`src/rtl/dxt1_block_decoder_assert.svh`:
```
// Assertion macros for the DXT1 block decoder.
// Clocked on clk and disabled while rst_n is low; the including module provides both.
`ifndef DXT1_BLOCK_DECODER_ASSERT_SVH
`define DXT1_BLOCK_DECODER_ASSERT_SVH

// Same-cycle implication
`define DXT1_ASSERT_IMP(lbl, ante, cons) \
    lbl: assert property (@(posedge clk) disable iff (!rst_n) (ante) |-> (cons)) \
        else $error("dxt1 block decoder: assertion failed");

// Next-cycle implication
`define DXT1_ASSERT_NXT(lbl, ante, cons) \
    lbl: assert property (@(posedge clk) disable iff (!rst_n) (ante) |=> (cons)) \
        else $error("dxt1 block decoder: assertion failed");

`endif

```
`src/rtl/dxt1_pkg.sv`:
```
// Shared types, constants and color helpers for the DXT1 block decoder.
// No dependencies; the palette, row emitter and top-level modules import it.
`default_nettype none

package dxt1_pkg;

    localparam int unsigned TEXEL_W    = 32;
    localparam int unsigned COLS       = 4;
    localparam int unsigned IN_DATA_W  = 64;
    localparam int unsigned OUT_DATA_W = TEXEL_W * COLS;

    localparam logic [1:0]  ROW_FIRST  = 2'd0;
    localparam logic [1:0]  ROW_LAST   = 2'd3;

    localparam logic [31:0] OPAQUE_ALPHA      = 32'hff00_0000;
    localparam logic [31:0] TRANSPARENT_BLACK = 32'h0000_0000;

    // Reciprocal of three in 11 fractional bits, exact for sums up to 765
    localparam logic [19:0] DIV3_MUL = 20'd683;

    typedef logic [TEXEL_W-1:0] texel_t;
    typedef logic [3:0][TEXEL_W-1:0] palette_t;
    typedef logic [COLS-1:0][TEXEL_W-1:0] row_texels_t;

    // One compressed block as held in the input register
    typedef struct packed {
        logic [31:0] index_bits;
        logic [15:0] color_second;
        logic [15:0] color_first;
    } block_t;

    // Load request from the front end into the row emitter
    typedef struct packed {
        logic        valid;
        logic [31:0] index_bits;
        palette_t    palette;
    } row_req_t;

    // Widen RGB565 to opaque ABGR8888 by left shift only
    function automatic texel_t expand_565(input logic [15:0] c);
        return {8'hff, c[4:0], 3'b000, c[10:5], 2'b00, c[15:11], 3'b000};
    endfunction

    // Truncating divide by three of a value up to 765
    function automatic logic [7:0] div3(input logic [9:0] v);
        logic [19:0] prod;
        prod = {10'd0, v} * DIV3_MUL;
        return prod[18:11];
    endfunction

endpackage

`default_nettype wire

```
`src/rtl/dxt1_palette.sv`:
```
// Builds the four-entry palette of one block from its two RGB565 endpoints.
// Pure combinational logic; depends on dxt1_pkg.
`default_nettype none

module dxt1_palette (
    input  wire logic [15:0]        color_first,
    input  wire logic [15:0]        color_second,
    output dxt1_pkg::palette_t      palette
);
    import dxt1_pkg::*;

    texel_t     ext_a;
    texel_t     ext_b;
    logic       four_color;
    texel_t     third_a;
    texel_t     third_b;
    texel_t     half_ab;

    assign ext_a      = expand_565(color_first);
    assign ext_b      = expand_565(color_second);
    assign four_color = color_first > color_second;

    // Blend red, green and blue independently; alpha stays opaque
    always_comb
    begin
        logic [7:0] ca;
        logic [7:0] cb;
        logic [8:0] sum_ab;
        third_a = OPAQUE_ALPHA;
        third_b = OPAQUE_ALPHA;
        half_ab = OPAQUE_ALPHA;
        for (int ch = 0; ch < 3; ch++)
        begin
            ca = ext_a[8*ch +: 8];
            cb = ext_b[8*ch +: 8];
            sum_ab = {1'b0, ca} + {1'b0, cb};
            third_a[8*ch +: 8] = div3({1'b0, ca, 1'b0} + {2'b00, cb});
            third_b[8*ch +: 8] = div3({2'b00, ca} + {1'b0, cb, 1'b0});
            half_ab[8*ch +: 8] = sum_ab[8:1];
        end
    end

    // Select four-color or three-color palette
    always_comb
    begin
        palette[0] = ext_a;
        palette[1] = ext_b;
        if (four_color)
        begin
            palette[2] = third_a;
            palette[3] = third_b;
        end
        else
        begin
            palette[2] = half_ab;
            palette[3] = TRANSPARENT_BLACK;
        end
    end

endmodule

`default_nettype wire

```
`src/rtl/dxt1_row_emit.sv`:
```
// Holds one decoded block and emits its four texel rows through the output register.
// Depends on dxt1_pkg.
`default_nettype none

module dxt1_row_emit (
    input  wire logic                        clk,
    input  wire logic                        rst_n,
    input  wire dxt1_pkg::row_req_t          req,
    output logic                             can_load,
    output logic                             m_tvalid,
    input  wire logic                        m_tready,
    output logic [dxt1_pkg::OUT_DATA_W-1:0]  m_tdata,   // texel_left, texel_mid_left,
                                                        // texel_mid_right, texel_right
    output logic [1:0]                       m_tuser,   // row_number
    output logic                             m_tlast    // last_row
);
    import dxt1_pkg::*;

    logic           blk_valid_reg;
    logic           blk_valid_next;
    palette_t       pal_reg;
    logic [31:0]    sel_reg;
    logic [1:0]     row_reg;
    logic [1:0]     row_next;

    logic           out_valid_reg;
    logic           out_valid_next;
    row_texels_t    texels_reg;
    logic [1:0]     out_row_reg;
    logic           out_last_reg;

    logic           out_free;
    logic           issue;
    logic [7:0]     row_sel;
    row_texels_t    row_texels;

    // Output register is free when empty or its request is being taken
    assign out_free = !out_valid_reg || m_tready;
    assign issue    = blk_valid_reg && out_free;
    assign can_load = !blk_valid_reg || (issue && (row_reg == ROW_LAST));

    // Row 0 takes the top byte of the selectors
    assign row_sel = 8'(sel_reg >> {~row_reg, 3'b000});

    // Look up each column; the top bit pair picks the leftmost texel
    always_comb
    begin
        for (int col = 0; col < COLS; col++)
        begin
            row_texels[col] = pal_reg[row_sel[7-2*col -: 2]];
        end
    end

    // Advance the row counter and block occupancy
    always_comb
    begin
        blk_valid_next = blk_valid_reg;
        row_next       = row_reg;
        if (issue)
        begin
            row_next = row_reg + 2'd1;
            if (row_reg == ROW_LAST)
            begin
                blk_valid_next = 1'b0;
            end
        end
        if (req.valid)
        begin
            blk_valid_next = 1'b1;
            row_next       = ROW_FIRST;
        end
    end

    assign out_valid_next = issue ? 1'b1 : (out_valid_reg && !m_tready);

    always_ff @(posedge clk or negedge rst_n)
    begin
        if (!rst_n)
        begin
            blk_valid_reg <= 1'b0;
            row_reg       <= ROW_FIRST;
            out_valid_reg <= 1'b0;
        end
        else
        begin
            blk_valid_reg <= blk_valid_next;
            row_reg       <= row_next;
            out_valid_reg <= out_valid_next;
        end
    end

    // Hold block payload and result payload
    always_ff @(posedge clk)
    begin
        if (req.valid)
        begin
            pal_reg <= req.palette;
            sel_reg <= req.index_bits;
        end
        if (issue)
        begin
            texels_reg   <= row_texels;
            out_row_reg  <= row_reg;
            out_last_reg <= (row_reg == ROW_LAST);
        end
    end

    assign m_tvalid = out_valid_reg;
    assign m_tdata  = texels_reg;
    assign m_tuser  = out_row_reg;
    assign m_tlast  = out_last_reg;

endmodule

`default_nettype wire

```
`src/rtl/dxt1_block_decoder.sv`:
```
// DXT1 block decoder top level: input register, palette build and row emitter.
// Depends on dxt1_pkg, dxt1_palette, dxt1_row_emit and dxt1_block_decoder_assert.svh.
//
// Usage:
//   s_* takes one compressed block per request: s_tdata = {index_bits,
//   color_second, color_first}, color_first in bits 15:0.
//   m_* gives four requests per block, rows 0 to 3 in order. m_tdata holds the
//   four texels of the row, leftmost in bits 31:0; m_tuser is the row number
//   and m_tlast marks row 3. Texels are packed alpha, blue, green, red (high
//   to low).
//   A block accepted into the input register passes to the emitter's block
//   register and then to the output register when the output is free; rows
//   1..3 follow one per cycle while m_tready is high. The single result port
//   carries one row per cycle and so sets the block rate. The next block waits
//   in the input register and its palette loads in the cycle row 3 leaves the
//   emitter, so rows stream without gaps.
//   When m_tready is low the output request holds and, once the input register
//   is full, s_tready drops. Reset clears all valid flags; no block is in flight.
`default_nettype none
`include "dxt1_block_decoder_assert.svh"

module dxt1_block_decoder (
    input  wire logic                        clk,
    input  wire logic                        rst_n,
    input  wire logic                        s_tvalid,
    output logic                             s_tready,
    input  wire logic [dxt1_pkg::IN_DATA_W-1:0] s_tdata,  // color_first, color_second,
                                                          // index_bits
    output logic                             m_tvalid,
    input  wire logic                        m_tready,
    output logic [dxt1_pkg::OUT_DATA_W-1:0]  m_tdata,     // texel_left, texel_mid_left,
                                                          // texel_mid_right, texel_right
    output logic [1:0]                       m_tuser,     // row_number
    output logic                             m_tlast      // last_row
);
    import dxt1_pkg::*;

    logic       in_valid_reg;
    logic       in_valid_next;
    block_t     blk_reg;
    logic       s_accept;
    logic       can_load;
    logic       load;
    palette_t   palette;
    row_req_t   req;

    // Hand the held block to the emitter when it can take one
    assign load     = in_valid_reg && can_load;
    assign s_tready = !in_valid_reg || load;
    assign s_accept = s_tvalid && s_tready;

    assign in_valid_next = s_accept ? 1'b1 : (in_valid_reg && !load);

    always_ff @(posedge clk or negedge rst_n)
    begin
        if (!rst_n)
        begin
            in_valid_reg <= 1'b0;
        end
        else
        begin
            in_valid_reg <= in_valid_next;
        end
    end

    // Capture the incoming block
    always_ff @(posedge clk)
    begin
        if (s_accept)
        begin
            blk_reg <= block_t'(s_tdata);
        end
    end

    dxt1_palette u_palette (
        .color_first  (blk_reg.color_first),
        .color_second (blk_reg.color_second),
        .palette      (palette)
    );

    assign req.valid      = load;
    assign req.index_bits = blk_reg.index_bits;
    assign req.palette    = palette;

    dxt1_row_emit u_row_emit (
        .clk      (clk),
        .rst_n    (rst_n),
        .req      (req),
        .can_load (can_load),
        .m_tvalid (m_tvalid),
        .m_tready (m_tready),
        .m_tdata  (m_tdata),
        .m_tuser  (m_tuser),
        .m_tlast  (m_tlast)
    );

    // Rows of one block follow back to back and in order
    `DXT1_ASSERT_NXT(a_row_follows, m_tvalid && m_tready && !m_tlast,
        m_tvalid && (m_tuser == ($past(m_tuser) + 2'd1)))
    // Last flag marks exactly row 3
    `DXT1_ASSERT_IMP(a_last_row, m_tvalid, m_tlast == (m_tuser == ROW_LAST))
    // A fresh output run always starts at row 0
    `DXT1_ASSERT_IMP(a_start_row0, $rose(m_tvalid), m_tuser == ROW_FIRST)

endmodule

`default_nettype wire
```
`config.mk`:
```
export PLATFORM = sky130hd
export DESIGN_NAME = dxt1_block_decoder
export DESIGN_NICKNAME = d
export VERILOG_FILES = /design/src/rtl/dxt1_pkg.sv /design/src/rtl/dxt1_palette.sv /design/src/rtl/dxt1_row_emit.sv /design/src/rtl/dxt1_block_decoder.sv
export VERILOG_INCLUDE_DIRS = /design/src /design/src/rtl
export SDC_FILE = /design/constraint.sdc
export NUM_CORES = 1
export LEC_CHECK = 0
export ABC_AREA = 1
export BUFFER_PORTS_ARGS = -buffer_cell sky130_fd_sc_hd__buf_2
export CAP_MARGIN = 20
export CORE_MARGIN = 8
export CORE_UTILIZATION = 35
export DETAILED_ROUTE_END_ITERATION = 16
export PLACE_DENSITY = 0.64
export SYNTH_ARGS = -nofsm -noshare
export SYNTH_HDL_FRONTEND = slang
export SYNTH_SLANG_ARGS = --single-unit
export TNS_END_PERCENT = 1
```
`constraint.sdc`:
```
create_clock -name clk -period 4.54 [get_ports clk]
set_input_delay 0.454 -clock clk [delete_from_list [all_inputs] [get_ports clk]]
set_output_delay 0.454 -clock clk [all_outputs]
set_load 0.02 [all_outputs]
```
==> results.yml, run 1 <==
timing:
  maxSlewHeadroom_pct: 27.0
  post-route-min-period_ns: 4.60
  fmax_ghz: 0.217
  tns_ns: -0.570
  setup_slack_ns: -0.0586
  rsz0062_at_grt: "yes"
  clock-skew-final_ns: 0.0244
  period_share_pct: 101
  hold_viol: 0
  drv_slew: 0
  worstMarginPinSlew_ns: 1.09
  setup_violations: 19
placed_design:
  routabilityCongestion: 0.880
  dpl_worst_slack_ns: -0.356
  dp_hpwl_mm: 48.6
  portBuffers: 200
die:
  coreArea_sq_mm: 0.0656
  dieArea_sq_mm: 0.0747
  rows: 94
  fp.dieH_microns: 273
  die-width_microns: 273
  ios: 201
  start_util_pct: 35.3
finish:
  largest_reg_flops: 100
  layout.cells.most_common: "nand2_1"
  final_cell_mix: "nand2_1, inv_1, edfxtp_1"
  final_nets: 3516
  fin_util_pct: 44.6
  area_delta_synth_final_pct: 26.3
  fillers: 6164
  drive_above_1_share_pct: 25.6
synthesis:
  async_flop_share_pct: 1.75
  ys_seq_area_share_pct: 36.8
  synth.avg_cell_area_sq_um: 8.91
  syn_inst: 2601
  yosysTopAreaCellShare_pct: 36.3
  ys.flop_type: "edfxtp_1"
  yosys.area.top_type: "edfxtp_1"
  synth_edf_count: 280
  synth.distinct_cells: 46
  ys_warn_count: 0
  synth_area_leaders: "edfxtp_1, ha_1, nand2_1, fa_1, inv_1"
  synth_area_sq_mm: 0.0232
  synth.net_count: 3099
  synth-seq-cells: 285
critical_path:
  regToRegStartpoint: "blk_reg[16]"
  arrival_ns: 5.00
  cp_common_cell: "ha_1"
  reg2regPathDepth: 18
  endpoint_kind: "register"
  crit_path_max_fanout: 4
  cp.required_ns: 4.94
  criticalPathCategory: "reg -> reg"
  cpPeakStageDelay_ns: 0.47
  rrSetupSlack_ns: -0.06
  slowest_stage: "fa_1"
  cp-start-kind: "register"
  reg2reg_to: "u_row_emit.pal_reg[117]"
  path_cells: "ha_2 > inv_2 > fa_2 > xnor2_2 > buf_4 > ha_2 > fa_1 > ha_1 > ha_1 > ha_1 > ha_1 > nand2_1 > buf_4 > nor2_1 > nand3_1 > nand3_1 > nand2_1 > a21oi_1"
routing:
  wl_per_cell_microns: 16.4
  drtIter0Drc: 1384
  viasPerCell: 4.89
  dr.pass1.iters: 6
  num_vias: 19126
  drc: 0
  ant_nets: 0
  finalWirelength_mm: 64.3
cts:
  cts_buffers: 30
  path_clk_slew_ns: 0.08
  cts_tree: "built"
  ctsHtreeMaxLevel: 1
  clock_path_buffers: 3
  clk-insertion-delay-late_ns: 0.60
  cts_root_buffer: "clkbuf_16"
  cts_sinks: 285
worst_hold_path:
  min_path_type: "in -> reg"
  whs_endpoint: "blk_reg[4]"
  worstHoldPathCells: 1
  hp-start: "s_tdata[4]"
global_routing:
  busiest_layer: "met2"
  overflow: 0
  met2_usage_pct: 28.2
  grt_pass1_vias: 18809
  grt_usage_pct: 16.7
  use_met1_pct: 22.3
  antenna_found_initial: 12
  grt_first_pass_wirelength_mm: 101
  use_met3_pct: 2.45
  grt_start_max_net_pins: 69
run_status:
  status: "complete, but fails checks"
  violations: "setup timing"
job:
  drv_cap: 0
repair_timing:
item,in CTS,in global routing
endpoints found under the setup margin,48,48
resized for setup,175,60
hold buffers,1,0
pin swaps,104,35
hold endpoints to repair,5,0
setup buffers,22,2
gates cloned,0,0
worst max-delay path, delay by kind of cell, from the launching register on:
family	cells	cell delay [ns]
XOR/XNOR	1	0.27
buffers and inverters	3	0.36
flip-flops	1	0.39
adder cells (fa/ha/maj)	8	2.67
AND/OR/NAND/NOR	5	0.51
AO/OA/AOI/OAI	1	0.20
stage by stage:
step / hold slack (ns) / std cells / cell area [sq um]
2_1_floorplan: 0.158 / 2601 / 23300
3_3_place_gp: 0.278 / 3826 / 26600
3_5_place_dp: 0.277 / 3826 / 26600
4_1_cts: 0.00432 / 3904 / 28900
5_1_grt: 0.0100 / 3907 / 29200
6_report: 0.0310 / 3911 / 29200
kinds of logic (layout without fill, tap and decap cells):
logic type | Yosys count | count (layout) | synth area share (%)
fa+ha+maj | 430 | 430 | 25.5
simple gates | 993 | 993 | 17.2
xor+xnor | 60 | 60 | 2.27
buf+inv | 447 | 888 | 8.64
compound gates | 386 | 386 | 9.55
flops | 285 | 285 | 36.8
other cells | 0 | 5 | 0
synth_stat cells (all sizes together), types with 40 or more instances:
cell      n
nand2   616
o21ai   177
nor2    240
edfxtp  280
buf      70
inv     364
fa       71
xor2     40
nand3    88
a21oi   102
ha      359
o22ai    64
final cells by class:
cell class                 instances  area, sq um  area share (%)
multi-input combinational       1869        14200            48.6
clock buffer                      40          808            2.76
tap                              864         1080            3.70
clock inverter                    16          158           0.539
sequential                       285         8530            29.2
inverter                         365         1390            4.76
antenna                            5         12.5          0.0428
timing repair buffer             467         3050            10.4
metal layers:
layer,share of wire [%],vias up
li1,-,9511
met1,44,8914
met2,46,602
met3,7.2,89
met4,2.3,10
met5,0.10,-
how the worst max path moves through the flow:
stage	from	to	slack [ns]	cells past startpoint
floorplan	blk_reg[12]	u_row_emit.pal_reg[103]	-0.09	24
global placement	blk_reg[6]	u_row_emit.pal_reg[78]	-0.34	18
detailed placement	blk_reg[22]	u_row_emit.pal_reg[78]	-0.36	18
CTS	blk_reg[12]	u_row_emit.pal_reg[103]	-0.04	21
global route	blk_reg[6]	u_row_emit.pal_reg[110]	-0.33	20
finish	blk_reg[16]	u_row_emit.pal_reg[117]	-0.06	18
Power of run 1 is left out: the tool's default activity adds up to more than one toggle a clock period on the data nets, which glitch-free logic cannot reach.
==> run 2: changes to the inputs <==
--- a/config.mk
+++ b/config.mk
@@ -9,10 +9,12 @@
 export ABC_AREA = 1
 export BUFFER_PORTS_ARGS = -buffer_cell sky130_fd_sc_hd__buf_2
 export CAP_MARGIN = 20
+export CELL_PAD_IN_SITES_DETAIL_PLACEMENT = 0
+export CELL_PAD_IN_SITES_GLOBAL_PLACEMENT = 1
 export CORE_MARGIN = 8
 export CORE_UTILIZATION = 35
 export DETAILED_ROUTE_END_ITERATION = 16
-export PLACE_DENSITY = 0.64
+export PLACE_DENSITY = 0.77
 export SYNTH_ARGS = -nofsm -noshare
 export SYNTH_HDL_FRONTEND = slang
 export SYNTH_SLANG_ARGS = --single-unit
==> run 2 against run 1 <==
Net effect:
- worst hold slack improved by 0.029 ns
- largest cell class unchanged
- the run still ends with setup timing left
- non-clock buffer count increased by 11
- die area is the same
- count of clock-buffer cells in the layout up 1
- wire length grew 1.4%
- register-to-register slack got worse by 0.09 ns
- maximum frequency decreased by 1.9%
- highest routed layer unchanged
- design area up 0.39%
- setup slack lost 0.088 ns
- critical path depth is 1 higher
- final cell count increased by 0.41%
- global-route usage increased by 0.13 points
==> results.yml, run 2 (synthesis results as in run 1) <==
routing:
  wl_per_cell_microns: 16.6
  ant_nets: 0
  drtIter0Drc: 1304
  viasPerCell: 4.84
  num_vias: 19004
  drc: 0
  finalWirelength_mm: 65.2
  dr.pass1.iters: 5
worst_hold_path:
  min_path_type: "in -> reg"
critical_path:
  cp-start-kind: "register"
  path_cells: "ha_2 > inv_2 > fa_2 > xnor2_2 > ha_1 > inv_2 > fa_1 > inv_1 > fa_1 > fa_1 > ha_4 > ha_4 > nand2_4 > inv_2 > nand2_2 > nor3_2 > a21oi_1 > nand2_1 > a21oi_2"
  slowest_stage: "fa_1"
  criticalPathCategory: "reg -> reg"
  path_buf_inv: 4
  cpPeakStageDelay_ns: 0.60
  endpoint_kind: "register"
  arrival_ns: 4.95
  cp.required_ns: 4.80
  crit_path_max_fanout: 4
  critPathTopFamily: "adder cells"
placed_design:
  dpl_cell_area_sq_mm: 0.0267
  routabilityCongestion: 0.862
  place_inst: 3839
  dp_hpwl_mm: 50.5
  portBuffers: 200
global_routing:
  grt_start_max_net_pins: 57
  grt_usage_pct: 16.8
  grt_first_pass_wirelength_mm: 101
  antenna_found_initial: 3
  grt_pass1_vias: 18435
  overflow: 0
die:
  fp.dieH_microns: 273
  ios: 201
  start_util_pct: 35.3
  coreArea_sq_mm: 0.0656
  rows: 94
  dieArea_sq_mm: 0.0747
  die-width_microns: 273
cts:
  cts_buffers: 35
  clk-insertion-delay-late_ns: 0.56
  path_clk_slew_ns: 0.06
  ctsHtreeMaxLevel: 2
  cts_tree: "built"
  cts_sinks: 285
  clock_path_buffers: 3
  cts_root_buffer: "clkbuf_16"
run_status:
  violations: "setup timing"
  status: "complete, but fails checks"
finish:
  fin_util_pct: 44.7
  layout.cells.most_common: "nand2_1"
  final_cell_mix: "nand2_1, inv_1, ha_1"
  drive_above_1_share_pct: 25.3
  final_nets: 3532
  fillers: 6306
  largest_reg_flops: 100
  area_delta_synth_final_pct: 26.7
  stdcell_count: 3927
  fin_area_sq_mm: 0.0294
timing:
  period_share_pct: 103
  post-route-min-period_ns: 4.69
  worstMarginPinSlew_ns: 1.13
  clock-skew-final_ns: 0.0279
  maxSlewHeadroom_pct: 24.3
  tns_ns: -2.05
  rsz0062_at_grt: "yes"
  hold_viol: 0
  setup_slack_ns: -0.147
  setup_violations: 25
  drv_slew: 0
  fmax_ghz: 0.213
job:
  drv_cap: 0
run 2: timing repair:
item	in CTS	in global routing
buffers inserted	7	14
gates resized for setup	101	115
gates cloned	0	0
endpoints found under the hold margin	5	0
hold buffers	1	0
pin swaps	42	82
endpoints found under the setup margin	47	48
run 2: metrics by stage:
step	hold WS, ns	setup WS (ns)
CTS	0.0317	-0.146
global placement	0.282	-0.252
detailed placement	0.281	-0.359
global route	0.0407	-0.341
floorplan	0.158	-0.0907
finish	0.0595	-0.147
run 2: layout make-up:
cell class                      instances  area (sq um)  share of cell area [%]
Clock inverter                         23           239                   0.814
Sequential cell                       285          8530                    29.1
Inverter                              365          1390                    4.74
Antenna cell                            2          5.00                  0.0170
Timing Repair Buffer                  478          3140                    10.7
Tap cell                              864          1080                    3.68
Clock buffer                           41           898                    3.06
Multi-Input combinational cell       1869         14100                    47.9
run 2: path summary, 6_finish.rpt:
check                      depth (start not counted)         from                       end  slack, ns
setup reg to reg                                  19   blk_reg[6]   u_row_emit.pal_reg[111]      -0.15
min in group asynchronous                          2        rst_n  u_row_emit.blk_valid_reg       0.25
setup / recovery                                  19   blk_reg[6]   u_row_emit.pal_reg[111]      -0.15
max in group asynchronous                          2        rst_n       u_row_emit.m_tvalid       4.16
hold reg to reg                                    0  blk_reg[56]    u_row_emit.sel_reg[24]       0.42
hold / removal                                     1  s_tdata[24]               blk_reg[24]       0.06
run 2: per-layer routing:
layer  global-route usage [%]  share of wire (%)
met5                        0              0.038
met4                     4.08                2.1
met3                     3.20                6.8
met2                     26.8                 45
met1                     23.4                 47
Power of run 2 is left out for the same reason.
==> run 3: changes to the inputs <==
--- a/config.mk
+++ b/config.mk
@@ -13,8 +13,9 @@
 export CELL_PAD_IN_SITES_GLOBAL_PLACEMENT = 1
 export CORE_MARGIN = 8
 export CORE_UTILIZATION = 35
+export CTS_CLUSTER_SIZE = 14
 export DETAILED_ROUTE_END_ITERATION = 16
-export PLACE_DENSITY = 0.77
+export PLACE_DENSITY = 0.72
 export SYNTH_ARGS = -nofsm -noshare
 export SYNTH_HDL_FRONTEND = slang
 export SYNTH_SLANG_ARGS = --single-unit
==> constraint.sdc (replaced) <==
create_clock -name clk -period 4.54 [get_ports clk]
set_input_delay 0.454 -clock clk [delete_from_list [all_inputs] [get_ports clk]]
set_output_delay 0.454 -clock clk [all_outputs]
set_load 0.05 [all_outputs]
==> run 3 against run 2 <==
Net effect:
- the flow still finishes with violations (setup timing)
- non-clock buffer count decreased by 18
- final cell count decreased by 0.51%
- via count increased by 1.2%
- setup slack improved by 0.0069 ns
- die area unchanged
- sequential share of layout area decreased by 0.057 points
- register-to-register slack about the same
- largest cell class unchanged
- highest routed layer is now met4
==> results.yml, run 3 (synthesis results as in run 1) <==
run_status:
  status: "complete, but fails checks"
  violations: "setup timing"
timing:
  post-route-min-period_ns: 4.68
  setup_violations: 28
  fmax_ghz: 0.214
  clock-skew-final_ns: 0.0309
  setup_slack_ns: -0.140
  worstMarginPinSlew_ns: 1.10
  maxSlewHeadroom_pct: 26.3
  period_share_pct: 103
  hold_viol: 0
  rsz0062_at_grt: "yes"
  tns_ns: -1.72
  drv_slew: 0
finish:
  multi_input_area_sq_mm: 0.0142
  drive_above_1_share_pct: 26.0
  fillers: 6276
  final_cell_mix: "nand2_1, inv_1, ha_1, edfxtp_1, buf_4"
  largest_reg_flops: 100
  n_antenna_cell: 0
  fin_area_sq_mm: 0.0294
  stdcell_count: 3907
  area_delta_synth_final_pct: 27.0
  final_nets: 3514
  regArea_sq_mm: 0.00853
  layout.cells.most_common: "nand2_1"
critical_path:
  cp-start-kind: "register"
  crit_path_max_fanout: 4
  endpoint_kind: "register"
  cp.required_ns: 4.82
  criticalPathCategory: "reg -> reg"
  arrival_ns: 4.96
cts:
  path_clk_slew_ns: 0.06
  clock_path_buffers: 3
  cts_sinks: 285
  cts_root_buffer: "clkbuf_16"
  clk-insertion-delay-late_ns: 0.55
  ctsHtreeMaxLevel: 2
  cts_buffers: 35
  cts_tree: "built"
job:
  drv_cap: 0
die:
  die-width_microns: 273
  start_util_pct: 35.3
  rows: 94
  coreArea_sq_mm: 0.0656
  fp.dieH_microns: 273
  ios: 201
  dieArea_sq_mm: 0.0747
placed_design:
  dpl_cell_area_sq_mm: 0.0265
  portBuffers: 200
  dp_hpwl_mm: 53.6
  routabilityCongestion: 0.859
  place_inst: 3814
routing:
  ant_nets: 0
  drc: 0
  viasPerCell: 4.92
  finalWirelength_mm: 68.8
  drtIter0Drc: 1268
  num_vias: 19238
  dr.pass1.iters: 7
  wl_per_cell_microns: 17.6
global_routing:
  grt_start_max_net_pins: 57
  grt_first_pass_wirelength_mm: 108
  antenna_found_initial: 2
  grt_usage_pct: 18.0
  overflow: 0
  grt_pass1_vias: 19607
worst_hold_path:
  min_path_type: "in -> reg"
## run 3: changes by cell type in the layout (fill, tap and decap cells not counted), sizes merged
cell / before / now
clkinvlp: 2 / 3
diode: 2 / 0
buf: 477 / 459
clkinv: 13 / 10
clkbuf: 41 / 46
inv: 370 / 366
bufinv: 3 / 4
## run 3: worst paths after layout
path / cells after the start / from / slack (ns) / endpoint
worst max register to register: 22 / blk_reg[5] / -0.14 / u_row_emit.pal_reg[79]
worst min-delay path: 1 / s_tdata[48] / 0.08 / blk_reg[48]
worst max-delay path: 22 / blk_reg[5] / -0.14 / u_row_emit.pal_reg[79]
worst min register to register: 0 / blk_reg[47] / 0.42 / u_row_emit.sel_reg[15]
min in group asynchronous: 2 / rst_n / 0.26 / u_row_emit.m_tvalid
max in group asynchronous: 2 / rst_n / 4.15 / u_row_emit.row_reg[0]
## run 3: timing repair
item                                    CTS  global route
pin swaps                                95            58
hold buffers                              1             0
setup buffers                            21             8
resized for setup                       174            85
endpoints found under the setup margin   48            48
hold endpoints to repair                  5             0
## run 3: metal layers
metal  part of all wire [%]  track usage (%)  vias up  routed length, microns
met3                    6.3             2.43      102                    4350
li1                       -                -     9512                       -
met1                     46             24.8     9033                   31700
met4                    2.7             5.19        0                    1840
met2                     45             29.3      591                   30900
met5                      0                0        -                       0
## run 3: critical path, stage by stage (launching register included)
cell and delay (ns):
edfxtp_1 0.39, ha_2 0.22, fa_2 0.42, a31oi_4 0.16, xor2_1 0.16, buf_4 0.15
buf_6 0.10, fa_1 0.44, fa_1 0.53, fa_1 0.62, ha_4 0.23, ha_4 0.32
nand2_4 0.08, inv_4 0.06, nand2_2 0.04, nand2_2 0.08, nand2_2 0.05, nand2_2 0.09
a21oi_2 0.04, nand2_1 0.05, nand2_1 0.06, nand2_1 0.06, nand2_1 0.07
## run 3: layout make-up
| type | count | area share, % |
|---|---|---|
| Sequential cell | 285 | 29.0 |
| Timing Repair Buffer | 460 | 10.2 |
| Inverter | 365 | 4.74 |
| Clock inverter | 18 | 0.800 |
| Multi-Input combinational cell | 1869 | 48.4 |
| Tap cell | 864 | 3.67 |
| Clock buffer | 46 | 3.22 |
## run 3: metrics by stage
stage / hold WS (ns) / worst slack [ns] / util [%]
final: 0.0769 / -0.140 / 44.8
after global routing: 0.0554 / -0.360 / 44.8
after CTS: 0.0389 / -0.0726 / 44.1
after detailed placement: 0.277 / -0.358 / 40.4
after global placement: 0.275 / -0.314 / 40.4
after floorplan: 0.158 / -0.0907 / -
Power of run 3 is left out for the same reason.
